### config.mk
export PLATFORM = sky130hd
export DESIGN_NAME = rev_bar_led_refresh_controller_core
export DESIGN_NICKNAME = d
export VERILOG_FILES = /design/src/design/rblc_pkg.sv /design/src/design/rblc_front.sv /design/src/design/rblc_fifo.sv /design/src/design/rblc_back.sv /design/src/design/rev_bar_led_refresh_controller_core.sv
export SDC_FILE = /design/constraint.sdc
export NUM_CORES = 1
export LEC_CHECK = 0
export ABC_AREA = 1
export BUFFER_PORTS_ARGS = -buffer_cell sky130_fd_sc_hd__buf_2
export CAP_MARGIN = 20
export CORE_UTILIZATION = 43
export CTS_BUF_LIST = sky130_fd_sc_hd__clkbuf_8
export DETAILED_ROUTE_END_ITERATION = 12
export SETUP_SLACK_MARGIN = 0.4
export SYNTH_ARGS = -nofsm -noshare
export SYNTH_HDL_FRONTEND = slang
export SYNTH_HIERARCHICAL = 1
export SYNTH_SLANG_ARGS = --single-unit
### constraint.sdc
create_clock -name clk -period 8.4 [get_ports clk]
set_input_delay 0 -clock clk [delete_from_list [all_inputs] [get_ports clk]]
set_output_delay 0 -clock clk [all_outputs]
set_load 0.05 [all_outputs]
### src/design/rblc_pkg.sv
`timescale 1ns / 1ps
// Shared types, codes and the rev bar color table for the LED refresh controller.
// No dependencies; imported by every module of the block.
package rblc_pkg;

	localparam int NUM_LEDS  = 15;
	localparam int LED_IDX_W = $clog2(NUM_LEDS);
	localparam int JOB_DEPTH = 2;

	// configuration register indexes
	localparam logic [1:0] REG_MIN_PERIOD    = 2'd0;
	localparam logic [1:0] REG_QUIET_TIMEOUT = 2'd1;

	// result kinds
	localparam logic [1:0] KIND_STATUS = 2'd0;
	localparam logic [1:0] KIND_RENDER = 2'd1;
	localparam logic [1:0] KIND_DARK   = 2'd2;

	localparam logic [LED_IDX_W-1:0] LAST_LED = LED_IDX_W'(NUM_LEDS - 1);

	// one accepted beat, classified: what frames it causes plus the status snapshot
	typedef struct packed {
		logic        do_render;
		logic        do_dark;
		logic [15:0] leds;
		logic        quiet_now;
		logic [31:0] render_total;
		logic [31:0] delay_total;
		logic [31:0] dark_total;
	} job_t;

	typedef enum logic [1:0] {
		BK_IDLE,
		BK_RENDER,
		BK_DARK
	} back_state_t;

	// each rev bar LED is lit by exactly one bar position (positions never overlap)
	typedef struct packed {
		logic [3:0] pos;
		logic [7:0] red;
		logic [7:0] green;
	} led_src_t;

	function automatic led_src_t led_src(input logic [LED_IDX_W-1:0] idx);
		led_src_t s;
		unique case (idx)
			4'd0:    s = '{pos: 4'd0, red: 8'd0,   green: 8'd255};
			4'd1:    s = '{pos: 4'd1, red: 8'd7,   green: 8'd56};
			4'd2:    s = '{pos: 4'd1, red: 8'd23,  green: 8'd167};
			4'd3:    s = '{pos: 4'd2, red: 8'd31,  green: 8'd96};
			4'd4:    s = '{pos: 4'd2, red: 8'd31,  green: 8'd95};
			4'd5:    s = '{pos: 4'd3, red: 8'd71,  green: 8'd120};
			4'd6:    s = '{pos: 4'd3, red: 8'd23,  green: 8'd39};
			4'd7:    s = '{pos: 4'd4, red: 8'd127, green: 8'd128};
			4'd8:    s = '{pos: 4'd5, red: 8'd39,  green: 8'd24};
			4'd9:    s = '{pos: 4'd5, red: 8'd119, green: 8'd71};
			4'd10:   s = '{pos: 4'd6, red: 8'd95,  green: 8'd32};
			4'd11:   s = '{pos: 4'd6, red: 8'd95,  green: 8'd31};
			4'd12:   s = '{pos: 4'd7, red: 8'd167, green: 8'd24};
			4'd13:   s = '{pos: 4'd7, red: 8'd55,  green: 8'd7};
			4'd14:   s = '{pos: 4'd8, red: 8'd255, green: 8'd0};
			default: s = '{pos: 4'd0, red: 8'd0,   green: 8'd0};
		endcase
		return s;
	endfunction

endpackage

### src/design/rblc_front.sv
`timescale 1ns / 1ps
// Front end: config registers, held command, timers and counters; turns each beat into a job.
// Depends on rblc_pkg.
module rblc_front import rblc_pkg::*; (
	input  logic        clk,
	input  logic        arst_n,
	input  logic        wr_en,
	input  logic [1:0]  wr_index,
	input  logic [13:0] wr_data,
	input  logic        accept,
	input  logic        mode,
	input  logic [15:0] led_bits,
	input  logic [23:0] display_bytes,
	output job_t        job
);

	logic [9:0]  min_period_q;
	logic [13:0] quiet_timeout_q;
	logic [15:0] held_leds_q,  held_leds_n;
	logic [23:0] held_disp_q,  held_disp_n;
	logic        dirty_q,      dirty_n;
	logic        quiet_q,      quiet_n;
	logic [15:0] ticks_q,      ticks_n;
	logic [9:0]  render_cd_q,  render_cd_n;
	logic [13:0] quiet_cd_q,   quiet_cd_n;
	logic [31:0] rendered_q,   rendered_n;
	logic [31:0] delayed_q,    delayed_n;
	logic [31:0] quiet_cnt_q,  quiet_cnt_n;
	logic        render_go, dark_go, changed;

	assign changed = (led_bits != held_leds_q) || (display_bytes != held_disp_q) || quiet_q;

	always_comb begin
		held_leds_n = held_leds_q;
		held_disp_n = held_disp_q;
		dirty_n     = dirty_q;
		quiet_n     = quiet_q;
		ticks_n     = ticks_q;
		render_cd_n = render_cd_q;
		quiet_cd_n  = quiet_cd_q;
		rendered_n  = rendered_q;
		delayed_n   = delayed_q;
		quiet_cnt_n = quiet_cnt_q;
		render_go   = 1'b0;
		dark_go     = 1'b0;
		if (!mode) begin
			held_leds_n = led_bits;
			held_disp_n = display_bytes;
			quiet_cd_n  = (quiet_timeout_q == 14'd0) ? 14'd1 : quiet_timeout_q;
			if (changed) begin
				if (ticks_q >= {6'd0, min_period_q}) begin
					render_cd_n = 10'd0;
					render_go   = 1'b1;
				end else begin
					delayed_n   = delayed_q + 32'd1;
					dirty_n     = 1'b1;
					// ticks is below the period here, so it fits in 10 bits
					render_cd_n = min_period_q - ticks_q[9:0];
				end
			end
		end else begin
			if (ticks_q != 16'hFFFF)
				ticks_n = ticks_q + 16'd1;
			if (render_cd_q != 10'd0) begin
				render_cd_n = render_cd_q - 10'd1;
				if (render_cd_q == 10'd1 && dirty_q)
					render_go = 1'b1;
			end
			if (quiet_cd_q != 14'd0) begin
				quiet_cd_n = quiet_cd_q - 14'd1;
				if (quiet_cd_q == 14'd1)
					dark_go = 1'b1;
			end
		end
		if (render_go) begin
			dirty_n    = 1'b0;
			rendered_n = rendered_q + 32'd1;
			quiet_n    = 1'b0;
			ticks_n    = 16'd0;
		end
		if (dark_go) begin
			quiet_cnt_n = quiet_cnt_q + 32'd1;
			quiet_n     = 1'b1;
		end
	end

	always_comb begin
		job.do_render    = render_go;
		job.do_dark      = dark_go;
		job.leds         = held_leds_n;
		job.quiet_now    = quiet_n;
		job.render_total = rendered_n;
		job.delay_total  = delayed_n;
		job.dark_total   = quiet_cnt_n;
	end

	always_ff @(posedge clk or negedge arst_n) begin
		if (!arst_n) begin
			min_period_q    <= 10'd17;
			quiet_timeout_q <= 14'd200;
		end else if (wr_en) begin
			if (wr_index == REG_MIN_PERIOD)
				min_period_q <= wr_data[9:0];
			else if (wr_index == REG_QUIET_TIMEOUT)
				quiet_timeout_q <= wr_data;
		end
	end

	always_ff @(posedge clk or negedge arst_n) begin
		if (!arst_n) begin
			held_leds_q <= '0;
			held_disp_q <= '0;
			dirty_q     <= 1'b0;
			quiet_q     <= 1'b0;
			ticks_q     <= '0;
			render_cd_q <= '0;
			quiet_cd_q  <= '0;
			rendered_q  <= '0;
			delayed_q   <= '0;
			quiet_cnt_q <= '0;
		end else if (accept) begin
			held_leds_q <= held_leds_n;
			held_disp_q <= held_disp_n;
			dirty_q     <= dirty_n;
			quiet_q     <= quiet_n;
			ticks_q     <= ticks_n;
			render_cd_q <= render_cd_n;
			quiet_cd_q  <= quiet_cd_n;
			rendered_q  <= rendered_n;
			delayed_q   <= delayed_n;
			quiet_cnt_q <= quiet_cnt_n;
		end
	end

endmodule

### src/design/rblc_fifo.sv
`timescale 1ns / 1ps
// Short job queue between front and back end.
// Depends on rblc_pkg (job_t, JOB_DEPTH).
module rblc_fifo import rblc_pkg::*; (
	input  logic clk,
	input  logic arst_n,
	input  logic wr,
	input  job_t wr_job,
	input  logic rd,
	output job_t rd_job,
	output logic full,
	output logic empty
);

	localparam int PTR_W = (JOB_DEPTH > 1) ? $clog2(JOB_DEPTH) : 1;

	job_t             mem_q [JOB_DEPTH];
	logic [PTR_W-1:0] wr_ptr_q, rd_ptr_q;
	logic [PTR_W:0]   count_q;

	assign full   = (count_q == (PTR_W+1)'(JOB_DEPTH));
	assign empty  = (count_q == '0);
	assign rd_job = mem_q[rd_ptr_q];

	function automatic logic [PTR_W-1:0] ptr_inc(input logic [PTR_W-1:0] p);
		return (p == PTR_W'(JOB_DEPTH - 1)) ? '0 : p + PTR_W'(1);
	endfunction

	always_ff @(posedge clk) begin
		if (wr)
			mem_q[wr_ptr_q] <= wr_job;
	end

	always_ff @(posedge clk or negedge arst_n) begin
		if (!arst_n) begin
			wr_ptr_q <= '0;
			rd_ptr_q <= '0;
			count_q  <= '0;
		end else begin
			if (wr)
				wr_ptr_q <= ptr_inc(wr_ptr_q);
			if (rd)
				rd_ptr_q <= ptr_inc(rd_ptr_q);
			if (wr && !rd)
				count_q <= count_q + (PTR_W+1)'(1);
			else if (rd && !wr)
				count_q <= count_q - (PTR_W+1)'(1);
		end
	end

endmodule

### src/design/rblc_back.sv
`timescale 1ns / 1ps
// Back end: expands each job into status, rendered and dark LED beats, one per cycle
// while the output is popped. Depends on rblc_pkg (job_t, back_state_t, led_src).
module rblc_back import rblc_pkg::*; (
	input  logic                 clk,
	input  logic                 arst_n,
	input  job_t                 head_job,
	input  logic                 q_empty,
	output logic                 q_pop,
	output logic                 empty,
	input  logic                 pop,
	output logic [1:0]           frame_kind,
	output logic [LED_IDX_W-1:0] led_index,
	output logic [7:0]           red,
	output logic [7:0]           green,
	output logic [6:0]           flag_leds,
	output logic                 last,
	output logic                 quiet_now,
	output logic [31:0]          render_total,
	output logic [31:0]          delay_total,
	output logic [31:0]          dark_total
);

	back_state_t          state_q, state_n;
	logic [LED_IDX_W-1:0] idx_q, idx_n, cur_idx;
	job_t                 job_q, cur_job;
	logic                 out_valid_q, advance, have_item, emit;
	logic [1:0]           it_kind;
	logic [7:0]           it_red, it_green;
	logic [6:0]           it_flags;
	logic                 it_last, lit;
	led_src_t             src;

	// in idle the head of the queue is served directly, so jobs follow without a gap
	assign cur_job   = (state_q == BK_IDLE) ? head_job : job_q;
	assign cur_idx   = (state_q == BK_IDLE) ? '0 : idx_q;
	assign have_item = (state_q != BK_IDLE) || !q_empty;
	assign advance   = !out_valid_q || pop;
	assign emit      = advance && have_item;
	assign q_pop     = emit && (state_q == BK_IDLE);
	assign empty     = !out_valid_q;

	// next state
	always_comb begin
		state_n = state_q;
		idx_n   = idx_q;
		if (emit) begin
			unique case (state_q)
				BK_IDLE: begin
					idx_n = LED_IDX_W'(1);
					if (head_job.do_render)
						state_n = BK_RENDER;
					else if (head_job.do_dark)
						state_n = BK_DARK;
				end
				BK_RENDER: begin
					if (idx_q == LAST_LED) begin
						idx_n   = '0;
						state_n = job_q.do_dark ? BK_DARK : BK_IDLE;
					end else begin
						idx_n = idx_q + LED_IDX_W'(1);
					end
				end
				BK_DARK: begin
					if (idx_q == LAST_LED) begin
						idx_n   = '0;
						state_n = BK_IDLE;
					end else begin
						idx_n = idx_q + LED_IDX_W'(1);
					end
				end
				default: state_n = BK_IDLE;
			endcase
		end
	end

	assign src = led_src(cur_idx);
	assign lit = cur_job.leds[src.pos];

	// beat contents
	always_comb begin
		it_kind  = KIND_STATUS;
		it_red   = '0;
		it_green = '0;
		it_flags = '0;
		it_last  = 1'b1;
		unique case (state_q)
			BK_IDLE: begin
				if (head_job.do_render) begin
					it_kind  = KIND_RENDER;
					it_red   = lit ? src.red : 8'd0;
					it_green = lit ? src.green : 8'd0;
					it_flags = head_job.leds[15:9];
					it_last  = 1'b0;
				end else if (head_job.do_dark) begin
					it_kind = KIND_DARK;
					it_last = 1'b0;
				end
			end
			BK_RENDER: begin
				it_kind  = KIND_RENDER;
				it_red   = lit ? src.red : 8'd0;
				it_green = lit ? src.green : 8'd0;
				it_flags = job_q.leds[15:9];
				it_last  = (idx_q == LAST_LED) && !job_q.do_dark;
			end
			BK_DARK: begin
				it_kind = KIND_DARK;
				it_last = (idx_q == LAST_LED);
			end
			default: it_kind = KIND_STATUS;
		endcase
	end

	always_ff @(posedge clk or negedge arst_n) begin
		if (!arst_n) begin
			state_q     <= BK_IDLE;
			idx_q       <= '0;
			out_valid_q <= 1'b0;
		end else begin
			state_q <= state_n;
			idx_q   <= idx_n;
			if (advance)
				out_valid_q <= have_item;
		end
	end

	always_ff @(posedge clk) begin
		if (q_pop)
			job_q <= head_job;
		if (emit) begin
			frame_kind   <= it_kind;
			led_index    <= cur_idx;
			red          <= it_red;
			green        <= it_green;
			flag_leds    <= it_flags;
			last         <= it_last;
			quiet_now    <= cur_job.quiet_now;
			render_total <= cur_job.render_total;
			delay_total  <= cur_job.delay_total;
			dark_total   <= cur_job.dark_total;
		end
	end

endmodule

### src/design/rev_bar_led_refresh_controller_core.sv
`timescale 1ns / 1ps
// Top level of the rev bar LED refresh controller: front end, job queue, back end.
// Depends on rblc_pkg, rblc_front, rblc_fifo, rblc_back.
//
//  channel   | handshake            | payload
//  ----------+----------------------+-------------------------------------------------
//  input     | push / full          | mode, led_bits, display_bytes
//  result    | empty / pop          | frame_kind, led_index, red, green, flag_leds,
//            |                      | last, quiet_now, render_total, delay_total,
//            |                      | dark_total
//  config    | wr_en (no wait)      | wr_index, wr_data
//
// An input beat is classified in the cycle it is accepted (all timer and counter state
// updates there) and queued as a job; the queue holds two jobs.
// The back end emits one result beat per cycle while results are popped: 1 beat for a
// status-only input, 15 for one frame, 30 for a rendered plus a dark frame. The back
// end is the rate limit. Result beats sit in an output register; the front keeps
// accepting while it waits, until the job queue is full. Reset loads min period 17 and
// quiet timeout 200 and clears all timers and counters; no clearing pass.
module rev_bar_led_refresh_controller_core import rblc_pkg::*; (
	input  logic                 clk,
	input  logic                 arst_n,
	input  logic                 wr_en,
	input  logic [1:0]           wr_index,
	input  logic [13:0]          wr_data,
	input  logic                 push,
	output logic                 full,
	input  logic                 mode,
	input  logic [15:0]          led_bits,
	input  logic [23:0]          display_bytes,
	output logic                 empty,
	input  logic                 pop,
	output logic [1:0]           frame_kind,
	output logic [LED_IDX_W-1:0] led_index,
	output logic [7:0]           red,
	output logic [7:0]           green,
	output logic [6:0]           flag_leds,
	output logic                 last,
	output logic                 quiet_now,
	output logic [31:0]          render_total,
	output logic [31:0]          delay_total,
	output logic [31:0]          dark_total
);

	job_t new_job, head_job;
	logic accept, q_empty, q_pop;

	// front state only moves on an accepted beat; it waits on the back end only via full
	assign accept = push && !full;

	rblc_front u_front (
		.clk           (clk),
		.arst_n        (arst_n),
		.wr_en         (wr_en),
		.wr_index      (wr_index),
		.wr_data       (wr_data),
		.accept        (accept),
		.mode          (mode),
		.led_bits      (led_bits),
		.display_bytes (display_bytes),
		.job           (new_job)
	);

	rblc_fifo u_fifo (
		.clk    (clk),
		.arst_n (arst_n),
		.wr     (accept),
		.wr_job (new_job),
		.rd     (q_pop),
		.rd_job (head_job),
		.full   (full),
		.empty  (q_empty)
	);

	rblc_back u_back (
		.clk          (clk),
		.arst_n       (arst_n),
		.head_job     (head_job),
		.q_empty      (q_empty),
		.q_pop        (q_pop),
		.empty        (empty),
		.pop          (pop),
		.frame_kind   (frame_kind),
		.led_index    (led_index),
		.red          (red),
		.green        (green),
		.flag_leds    (flag_leds),
		.last         (last),
		.quiet_now    (quiet_now),
		.render_total (render_total),
		.delay_total  (delay_total),
		.dark_total   (dark_total)
	);

endmodule
# Word level (Yosys, flattened, before mapping)
# Memories as Yosys holds them, arrays and structs flattened.
# Cells that the tools add are included.
word_totals:
  ram_bits: 230
  latchBits: 0
  reg_bits: 454
  output_inout_bits: 129
  romBits: 320
  n_memories: 2
  in_bits: 62
  word_cells: 171
mem_list:
  columns: ["memory", "depth", "width", "rd", "rd_clocked_by_memory_dff", "write_ports", "line_no", "text"]
  rows:
  - ["(name not given)", 16, 20, 1, 0, 0, "rblc_pkg.sv:47", "unique case (idx)"]
  - ["u_fifo.mem_q", 2, 115, 1, 0, 1, "rblc_fifo.sv:17", "job_t mem_q [JOB_DEPTH];"]
op_classes:
  magnitude_cmp: 2
  n_mux: 62
  n_bitwise: 2
  n_div: 0
  shifts: 0
  n_reduce_logical: 40
  addsub: 12
  n_eq_ne: 17
  multipliers: 0
op_table:
  columns: ["op", "n"]
  rows:
  - ["$mux W32", 5]
  - ["$mux W113", 1]
  - ["$add A32 B1 Y32 const B", 3]
  - ["$mux W16", 4]
  - ["$mux W14", 3]
  - ["$mux W10", 4]
  - ["$mux W8", 4]
  - ["$pmux W8 S2", 2]
  - ["$ne A24 B24 Y1", 1]
  - ["$mux W1", 21]
  - ["$mux W2", 9]
  - ["$add A16 B1 Y16 const B", 1]
  - ["$ge A16 B10 Y1", 1]
  - ["$ne A16 B16 Y1", 1]
  - ["$ne A16 B16 Y1 const B", 1]
  - ["$eq A14 B1 Y1 const B", 1]
  - ["$logic_not A14 Y1", 1]
  - ["$pmux W7 S2", 1]
  - ["$reduce_bool A14 Y1", 1]
  - ["$reduce_bool A2 Y1", 7]
  - ["$sub A14 B1 Y14 const B", 1]
  - ["$ne A2 B1 Y1 const B", 6]
  - ["$pmux W2 S3", 2]
  - ["$eq A10 B1 Y1 const B", 1]
  - ["26 further kinds", 53]

# Longest topological paths before layout
# Gate-level depths: netlist (run 1).
logic_depth:
  depth_word: 8
  ltp_mapped: 20
  ltp_nobuf: 19

# Hierarchy
# The synthesis (run 1) kept the hierarchy.
by_module_without_submodules:
  columns: ["module", "cells_each", "n_inst", "area_each_um2"]
  rows:
  - ["rblc_front", 2191, 1, 14403.8]
  - ["rblc_back", 808, 1, 9839.4]
  - ["rblc_fifo", 383, 1, 8660.8]
  - ["rev_bar_led_refresh_controller_core", 2, 1, 10.0]

# Worst setup path after synthesis (run 1)
# Ideal clock, no wire load.
synth_path:
  kind: "reg-to-reg"
  from: "register u_back.out_valid_q"
  to: "register u_fifo.count_q[1]"
  setup_slack_ns: 1.567
  path_stages_with_launch: 11
  path_buffers: 0
  period_less_slack_ns: 6.833
  setup_ns: 0.117
  t_arrival_ns: 6.716
  path_cell_list: "dfrtp_1 > inv_1 > or2_2 > nand2_1 > nor2_1 > inv_1 > ha_1 > inv_1 > nand3_1 > nand2_1 > nand2_1"
synth_between:
  elab_chain_cells: 7
  elab_cells_between_ends: 9
synth_rtl:
  columns: ["item", "line_no", "text"]
  rows:
  - ["from (decl)", "rblc_back.sv:27", "logic out_valid_q, advance, have_item, emit;"]
  - ["from (signal assigned)", "rblc_back.sv:124", "out_valid_q <= have_item;"]
  - ["$logic_not A1 Y1 (*)", null, null]
  - ["named net empty", "rev_bar_led_refresh_controller_core.sv:31", "output logic empty,"]
  - ["$logic_or A1 B1 Y1 (*)", "rblc_back.sv:38", "assign advance = !out_valid_q || pop;"]
  - ["$logic_and A1 B1 Y1 (*)", "rblc_back.sv:39", "assign emit = advance && have_item;"]
  - ["$logic_and A1 B1 Y1 (*)", "rblc_back.sv:40", "assign q_pop = emit && (state_q == BK_IDLE);"]
  - ["named net q_pop", "rev_bar_led_refresh_controller_core.sv:46", "logic accept, q_empty, q_pop;"]
  - ["$logic_not A1 Y1", "rblc_fifo.sv:44", "if (wr && !rd)"]
  - ["$logic_and A1 B1 Y1", "rblc_fifo.sv:44", null]
  - ["$mux W2 or $reduce_bool A2 Y1 (tied branches)", null, null]
  - ["to (signal assigned)", "rblc_fifo.sv:45", "count_q <= count_q + (PTR_W+1)'(1);"]
  - ["to (signal assigned)", "rblc_fifo.sv:47", "count_q <= count_q - (PTR_W+1)'(1);"]
  - ["to (decl)", "rblc_fifo.sv:19", "logic [PTR_W:0] count_q;"]
# The timed path passes the listed nets; every way through them passes the cells marked *.
# A chain may end at the register's enable or synchronous reset.

# Worst setup path in the final report (run 1)
layout_path:
  from: "register u_back.state_q[0]"
  to: "register u_back.red[7] (data pin)"
layout_between:
  elab_chain_cells: 8
  elab_cells_between_ends: 10
layout_rtl:
  columns: ["item", "line_no", "text"]
  rows:
  - ["from (decl)", "rblc_back.sv:24", "back_state_t state_q, state_n;"]
  - ["from (signal assigned)", "rblc_back.sv:121", "state_q <= state_n;"]
  - ["$logic_not A2 Y1 (*)", "rblc_back.sv:36", "assign cur_idx = (state_q == BK_IDLE) ? '0 : idx_q;"]
  - ["$mux W4 (*)", "rblc_back.sv:36", null]
  - ["named net u_back.cur_idx[0]", "rblc_back.sv:25", "logic [LED_IDX_W-1:0] idx_q, idx_n, cur_idx;"]
  - ["$mem_v2 Z16 W20 (*)", null, null]
  - ["$bmux W1 S4", "rblc_back.sv:78", "assign lit = cur_job.leds[src.pos];"]
  - ["$mux W1 (not written as such)", "rblc_back.sv:78", null]
  - ["$mux W8 (*)", "rblc_back.sv:91, rblc_back.sv:102", null]
  - ["$mux W8", "rblc_back.sv:89", "if (head_job.do_render) begin"]
  - ["$pmux W8 S2 (*)", "rblc_back.sv:87", "unique case (state_q)"]
  - ["named net u_back.it_red[7]", "rblc_back.sv:29", "logic [7:0] it_red, it_green;"]
  - ["to (signal assigned)", "rblc_back.sv:134", "red <= it_red;"]
  - ["to (decl)", "rblc_back.sv:14", "output logic [7:0] red,"]
# The timed path passes the listed nets; every way through them passes the cells marked *. The select of a mux whose other input is x is not followed.

==> results of run 1 <==
final cells by class:
| type | instances | area, um^2 | area share |
|---|---|---|---|
| clock buffers | 134 | 1840 | 0.0491 |
| well taps | 978 | 1220 | 0.0326 |
| diodes | 1 | 2.50 | 0.0000667 |
| flip-flops and latches | 679 | 19300 | 0.515 |
| inverters | 282 | 1070 | 0.0285 |
| clock inverters | 78 | 443 | 0.0118 |
| multi-input cells | 2278 | 11800 | 0.314 |
| repair buffers | 275 | 1830 | 0.0487 |
logic make-up after synthesis:
logic type | count (synthesis) | synth area share
and+or+nand+nor | 1711 | 0.216
DFF | 679 | 0.587
buffers and inverters | 427 | 0.0560
AOI/OAI and AO/OA | 292 | 0.0482
muxes | 124 | 0.0470
xor gates and xnor gates | 107 | 0.0285
adders and majority gates | 44 | 0.0170
per-layer routing:
layer / global-route usage / wire, um / vias up
li1: - / - / 11700
met1: 0.265 / 34700 / 10900
met2: 0.322 / 35900 / 443
met3: 0.0346 / 3290 / 110
met4: 0.0709 / 1940 / 0
met5: 0 / 0 / -
cell usage after synthesis (all sizes together), types with 10 or more instances:
master,count,area [um^2]
nor3,50,255
xor2,63,552
nand2,1201,4610
dfrtp,208,5200
mux2,124,1550
inv,281,1060
o21ai,216,1090
nand4,52,325
nand3,184,963
edfxtp,466,14000
clkbuf,73,274
xnor2,44,385
ha,43,538
a21oi,41,250
nor2,198,795
buf,72,505
a31oi,10,62.6
worst max path at each step:
stage	from	end	slack [ps]	depth (start not counted)
2_1_floorplan	u_back/out_valid_q	u_fifo/count_q[1]	1570	10
3_3_place_gp	u_back/state_q[0]	u_back/green[2]	4260	16
3_5_place_dp	u_back/state_q[0]	u_back/red[7]	4150	16
4_1_cts	u_back/state_q[0]	u_back/red[7]	4140	16
5_1_grt	u_back/state_q[0]	u_back/red[7]	3740	16
6_report	u_back/state_q[0]	u_back/red[7]	4230	16
stage by stage:
stage,instances,area (um^2)
floorplan,3384,32900
detailed placement,4424,34500
global placement,4424,34500
CTS,4703,37500
finish,4705,37500
global route,4705,37500
report_power, final:
part	switching (W)	internal, W	total, W	leakage (nW)
registers	0.000545	0.00518	0.00572	7.28
clock network	0.00134	0.00155	0.00289	1.33
logic	0.00358	0.00136	0.00494	7.78
total	0.00547	0.00808	0.0136	16.4
registers in the layout (all words and copies together) (netlist names), 5 cells and up:
register,count
u_fifo/mem_q,230
u_back/job_q,114
u_back/dark_total,32
u_back/delay_total,32
u_back/render_total,32
u_front/delayed_q,32
u_front/quiet_cnt_q,32
u_front/rendered_q,32
u_front/held_disp_q,24
u_front/held_leds_q,16
u_front/ticks_q,16
u_front/quiet_cd_q,14
u_front/quiet_timeout_q,14
u_front/min_period_q,10
u_front/render_cd_q,10
u_back/flag_leds,7
u_back/red,6
u_back/green,5
worst max-delay path, stage by stage (launching register included):
cell     delay [ps]
dfrtp_1         410
inv_1           190
ha_4            440
buf_4           820
inv_4           340
nand2_1         280
inv_1           180
ha_1            230
inv_1           110
nand2_1          60
nand2_1         110
nand2_1          60
nand2_1          80
nand3_1          80
nand3_1          90
nand3_2         290
a21oi_2         230
timing repair:
item,CTS,global route
hold buffers,67,0
endpoints found under the hold margin,346,0
gates resized for setup,0,0
==> flow_metrics.py, run 1 <==
metrics = {
    "outcome": {
        "status": "finished, final reports clean",
    },
    "routing": {
        "routed_via_density": 4.93,
        "drc": 0,
        "routed_wl_mm": 75.8,
        "drt_iter0_drc": 1565,
        "postRouteAntennaNets": 0,
        "vias": 23200,
        "wl_per_cell_um": 16.1,
        "dr.pass1.iters": 7,
    },
    "hold_path": {
        "min_from": "wr_data[10]",
        "hold_class": "in2reg",
        "min_delay_path_depth": 4,
        "min_to": "u_front/quiet_timeout_q[10]",
    },
    "sta": {
        "fin_setup_tns_ps": 0,
        "slew_headroom": 0.313,
        "slew_viol_final": 0,
        "fin_skew_ps": 42.3,
        "setup_violations": 0,
        "worst_pin_slew_ps": 1030,
        "fin_crit_sh": 0.496,
        "rsz0062_at_grt": "no",
        "fin_ws_ps": 4230,
        "max_freq_ghz": 0.240,
        "finalHoldViolCount": 0,
        "hold_ws_ps": 52.9,
        "min_period_ps": 4170,
    },
    "logic_synthesis": {
        "syn-cell-area_um2": 32900,
        "avgSynthCellArea_um2": 9.73,
        "synth-seq-cells": 679,
        "async_flop_share": 0.314,
        "yosysSeqAreaShare": 0.587,
        "synth_fp_nets": 3490,
        "yosys_most_used_dff": "edfxtp_1",
        "synthDistinctLibCells": 55,
        "synth_edf_count": 466,
        "ys_warn_count": 6,
        "synth_cells": 3384,
    },
    "placed_design": {
        "pre_cts_ws_ps": 4150,
        "gp_congestion": 0.896,
        "dp_hpwl_mm": 48.9,
        "port_buffers": 190,
    },
    "grt": {
        "grt_pass1_vias": 22700,
        "grt_pass1_wl_mm": 122,
        "overflow": 0,
        "grt_start_max_net_pins": 160,
        "track_usage": 0.198,
        "antenna_found_initial": 1,
    },
    "floorplan": {
        "core_um2": 75800,
        "start_util": 0.434,
        "rows": 101,
        "die_w_um": 279,
        "top_level_ports": 191,
        "die-area_um2": 77700,
        "die_h_um": 279,
    },
    "pwr": {
        "power.leakage_nw": 16.4,
        "max-vdd-ir-drop_mv": 0.213,
        "total_power_w": 0.0136,
        "p_per_area_nw_per_um2": 361,
    },
    "setup_path": {
        "reg2reg_to": "u_back/red[7]",
        "r2r_slack_ps": 4230,
        "worstReg2RegStart": "u_back/state_q[0]",
        "crit_arrival_ps": 4740,
        "worst-r2r-cell-count": 16,
        "cp_max_fo": 88,
        "cp_data_required_time_ps": 8970,
        "crit_path_end_kind": "flop",
        "cp-start-kind": "flop",
        "timing_worst_setup_path_type": "reg2reg",
    },
    "cts": {
        "cts_tree": "yes",
        "cts-root-buf": "clkbuf_8",
        "htree_levels": 3,
        "clk_pin_slew_ps": 60,
        "clk_path_buf_depth": 3,
        "post_cts_buffers": 0,
        "cts.sinks": 679,
        "cts_buffers": 113,
        "insertion_delay_ps": 730,
    },
    "final_layout": {
        "nFillCells": 7054,
        "mostFrequentLayoutCells": "1169 x nand2_1, 466 x edfxtp_1, 306 x inv_1",
        "nNetsFinal": 3735,
        "layout_commonest_cell": "nand2_1",
        "area_delta_synth_final_pct": 14.0,
        "final_core_util": 0.495,
        "drive_gt1_frac": 0.156,
    },
    "run": {
        "cap_violations": 0,
    },
}
(Power assumes the default switching activity.)
==> run 2, diff against run 1 <==
==> constraint.sdc (replaced) <==
create_clock -name clk -period 3.85 [get_ports clk]
set_input_delay 0 -clock clk [delete_from_list [all_inputs] [get_ports clk]]
set_output_delay 0 -clock clk [all_outputs]
set_load 0.05 [all_outputs]
==> flow_metrics.py, run 2 (synthesis gave the netlist of run 1 again) <==
metrics = {
    "pwr": {
        "power.share.sequential": 0.415,
        "pwr-share-comb": 0.364,
        "swShare": 0.399,
        "power.leakage_nw": 16.5,
        "internal-power_w": 0.0180,
        "clkPwrFrac": 0.221,
        "p_per_area_nw_per_um2": 793,
        "switchingPower_w": 0.0120,
        "max-vdd-ir-drop_mv": 0.446,
    },
    "final_layout": {
        "fin_cells": 4724,
        "nNetsFinal": 3753,
        "area_delta_synth_final_pct": 15.0,
        "reg_top3": "u_fifo/mem_q x230, u_back/job_q x114",
        "ff_latch_area_um2": 19300,
        "mostFrequentLayoutCells": "1169 x nand2_1, 466 x edfxtp_1, 305 x inv_1",
        "layout_commonest_cell": "nand2_1",
        "drive_gt1_frac": 0.161,
        "nFillCells": 6994,
        "largest_reg_flops": 230,
        "multiInputGateArea_um2": 11800,
        "regMostFlops": "u_fifo/mem_q",
    },
    "setup_path": {
        "slowest_stage": "dfrtp_1",
        "timing_worst_setup_path_type": "reg2reg",
        "startpoint": "u_back/state_q[0]",
        "worstReg2RegStart": "u_back/state_q[0]",
        "crit_arrival_ps": 3580,
        "crit_chain": "inv_1, ha_1, inv_2, nand2_1, inv_2, ha_1, nor2_1, inv_1, nand2_1, nand3_1, nand3_1, nand3_2, a21oi_1",
        "worst-r2r-cell-count": 13,
        "crit_path_end_kind": "flop",
        "cp-start-kind": "flop",
        "reg2reg_to": "u_back/green[2]",
        "r2r_slack_ps": 830,
        "cp_slowest_stage_delay_ps": 410,
        "cp_data_required_time_ps": 4420,
        "cp_max_fo": 12,
    },
    "hold_path": {
        "min_delay_path_depth": 4,
        "min_to": "u_back/out_valid_q",
        "min_from": "pop",
        "hold_class": "in2reg",
    },
    "routing": {
        "drc": 2,
        "routed_wl_mm": 75.9,
        "postRouteAntennaNets": 0,
        "routed_via_density": 4.96,
        "wl_per_cell_um": 16.1,
        "vias": 23400,
        "dr.pass1.iters": 10,
        "drt_iter0_drc": 1567,
    },
    "cts": {
        "clk_path_buf_depth": 3,
        "cts-root-buf": "clkbuf_8",
        "insertion_delay_ps": 750,
        "cts.sinks": 679,
        "htree_levels": 3,
        "clk_pin_slew_ps": 60,
        "cts_tree": "yes",
        "cts_buffers": 112,
    },
    "sta": {
        "setup_violations": 0,
        "fin_setup_tns_ps": 0,
        "finalHoldViolCount": 0,
        "max_freq_ghz": 0.331,
        "worst_pin_slew_ps": 1020,
        "fin_skew_ps": 43.8,
        "min_period_ps": 3020,
        "slew_headroom": 0.323,
        "slew_viol_final": 0,
        "hold_ws_ps": 91.9,
        "fin_crit_sh": 0.784,
        "rsz0062_at_grt": "no",
    },
    "grt": {
        "track_usage": 0.198,
        "antenna_found_initial": 2,
        "grt_pass1_wl_mm": 123,
        "grt_pass1_vias": 23200,
        "overflow": 0,
        "grt_start_max_net_pins": 90,
    },
    "floorplan": {
        "top_level_ports": 191,
        "die_w_um": 279,
        "die-area_um2": 77700,
        "die_h_um": 279,
        "start_util": 0.434,
        "rows": 101,
        "core_um2": 75800,
    },
    "outcome": {
        "failed_checks": "design-rule violations",
        "status": "finished with violations",
    },
    "placed_design": {
        "dp_hpwl_mm": 50.1,
        "dp_cells": 4442,
        "gp_congestion": 0.893,
        "port_buffers": 190,
    },
    "run": {
        "cap_violations": 0,
    },
}
## run 2: cell types whose count changed in the layout (fill, tap and decap cells not counted), moves of 2 or more
cell / change
clkinv_8: -2
bufinv_16: +5
clkinvlp_4: +3
inv_12: +2
buf_4: +11
clkinv_1: -2
buf_12: +7
dlygate4sd3_1: +2
clkbuf_8: -2
inv_4: -3
## run 2: routing by layer
metal / global-route usage / wire length (um)
met3: 0.0301 / 3750
met5: 0 / 0
met4: 0.0690 / 1850
met1: 0.267 / 34600
met2: 0.325 / 35700
## run 2: worst max-delay path by stage
stage                        endpoint  slack (ps)  cells after the start
2_1_floorplan       u_fifo/count_q[1]         280                     10
3_5_place_dp       u_front/ticks_q[0]         810                     14
3_3_place_gp      u_fifo/mem_q[0][64]         820                     12
5_1_grt        u_front/rendered_q[11]         440                     14
6_report              u_back/green[2]         830                     13
4_1_cts            u_front/ticks_q[0]         790                     14
## run 2: critical path: cells and delay by family (launching register included)
family / cells / cell delay (ps)
AO/OA/AOI/OAI: 1 / 220
adder cells (fa/ha/maj): 2 / 670
buffers and inverters: 4 / 520
flip-flops: 1 / 410
AND/OR/NAND/NOR: 6 / 1050
## run 2: power by group through the flow
stage	Sequential (W)	Combinational [W]	Clock, W
global placement	0.0125	0.0109	0
detailed placement	0.0126	0.0110	0
CTS	0.0125	0.0111	0.00684
global route	0.0127	0.0120	0.00712
finish	0.0125	0.0109	0.00663
floorplan	0.0147	0.00595	0
## run 2: per-stage QoR
step                      cell area [um^2]  worst slack, ps   util  total power [W]
after floorplan                      32900              277      -           0.0206
after global placement               34700              825  0.458           0.0234
after detailed placement             34700              810  0.458           0.0236
after CTS                            37800              787  0.499           0.0304
after global routing                 37900              440  0.499           0.0319
final                                37900              832  0.499           0.0300
## run 2: layout make-up
type | instances | area share
sequential | 679 | 0.511
multi-input combinational | 2278 | 0.311
timing repair buffer | 294 | 0.0540
clock buffer | 132 | 0.0480
tap | 978 | 0.0323
inverter | 282 | 0.0284
clock inverter | 79 | 0.0151
antenna | 2 | 0.000132
## run 2: timing repair
action,CTS,global route
endpoints found under the hold margin,369,0
hold buffers,69,0
setup buffers,0,0
setup endpoints to repair,0,12
resized for setup,0,2
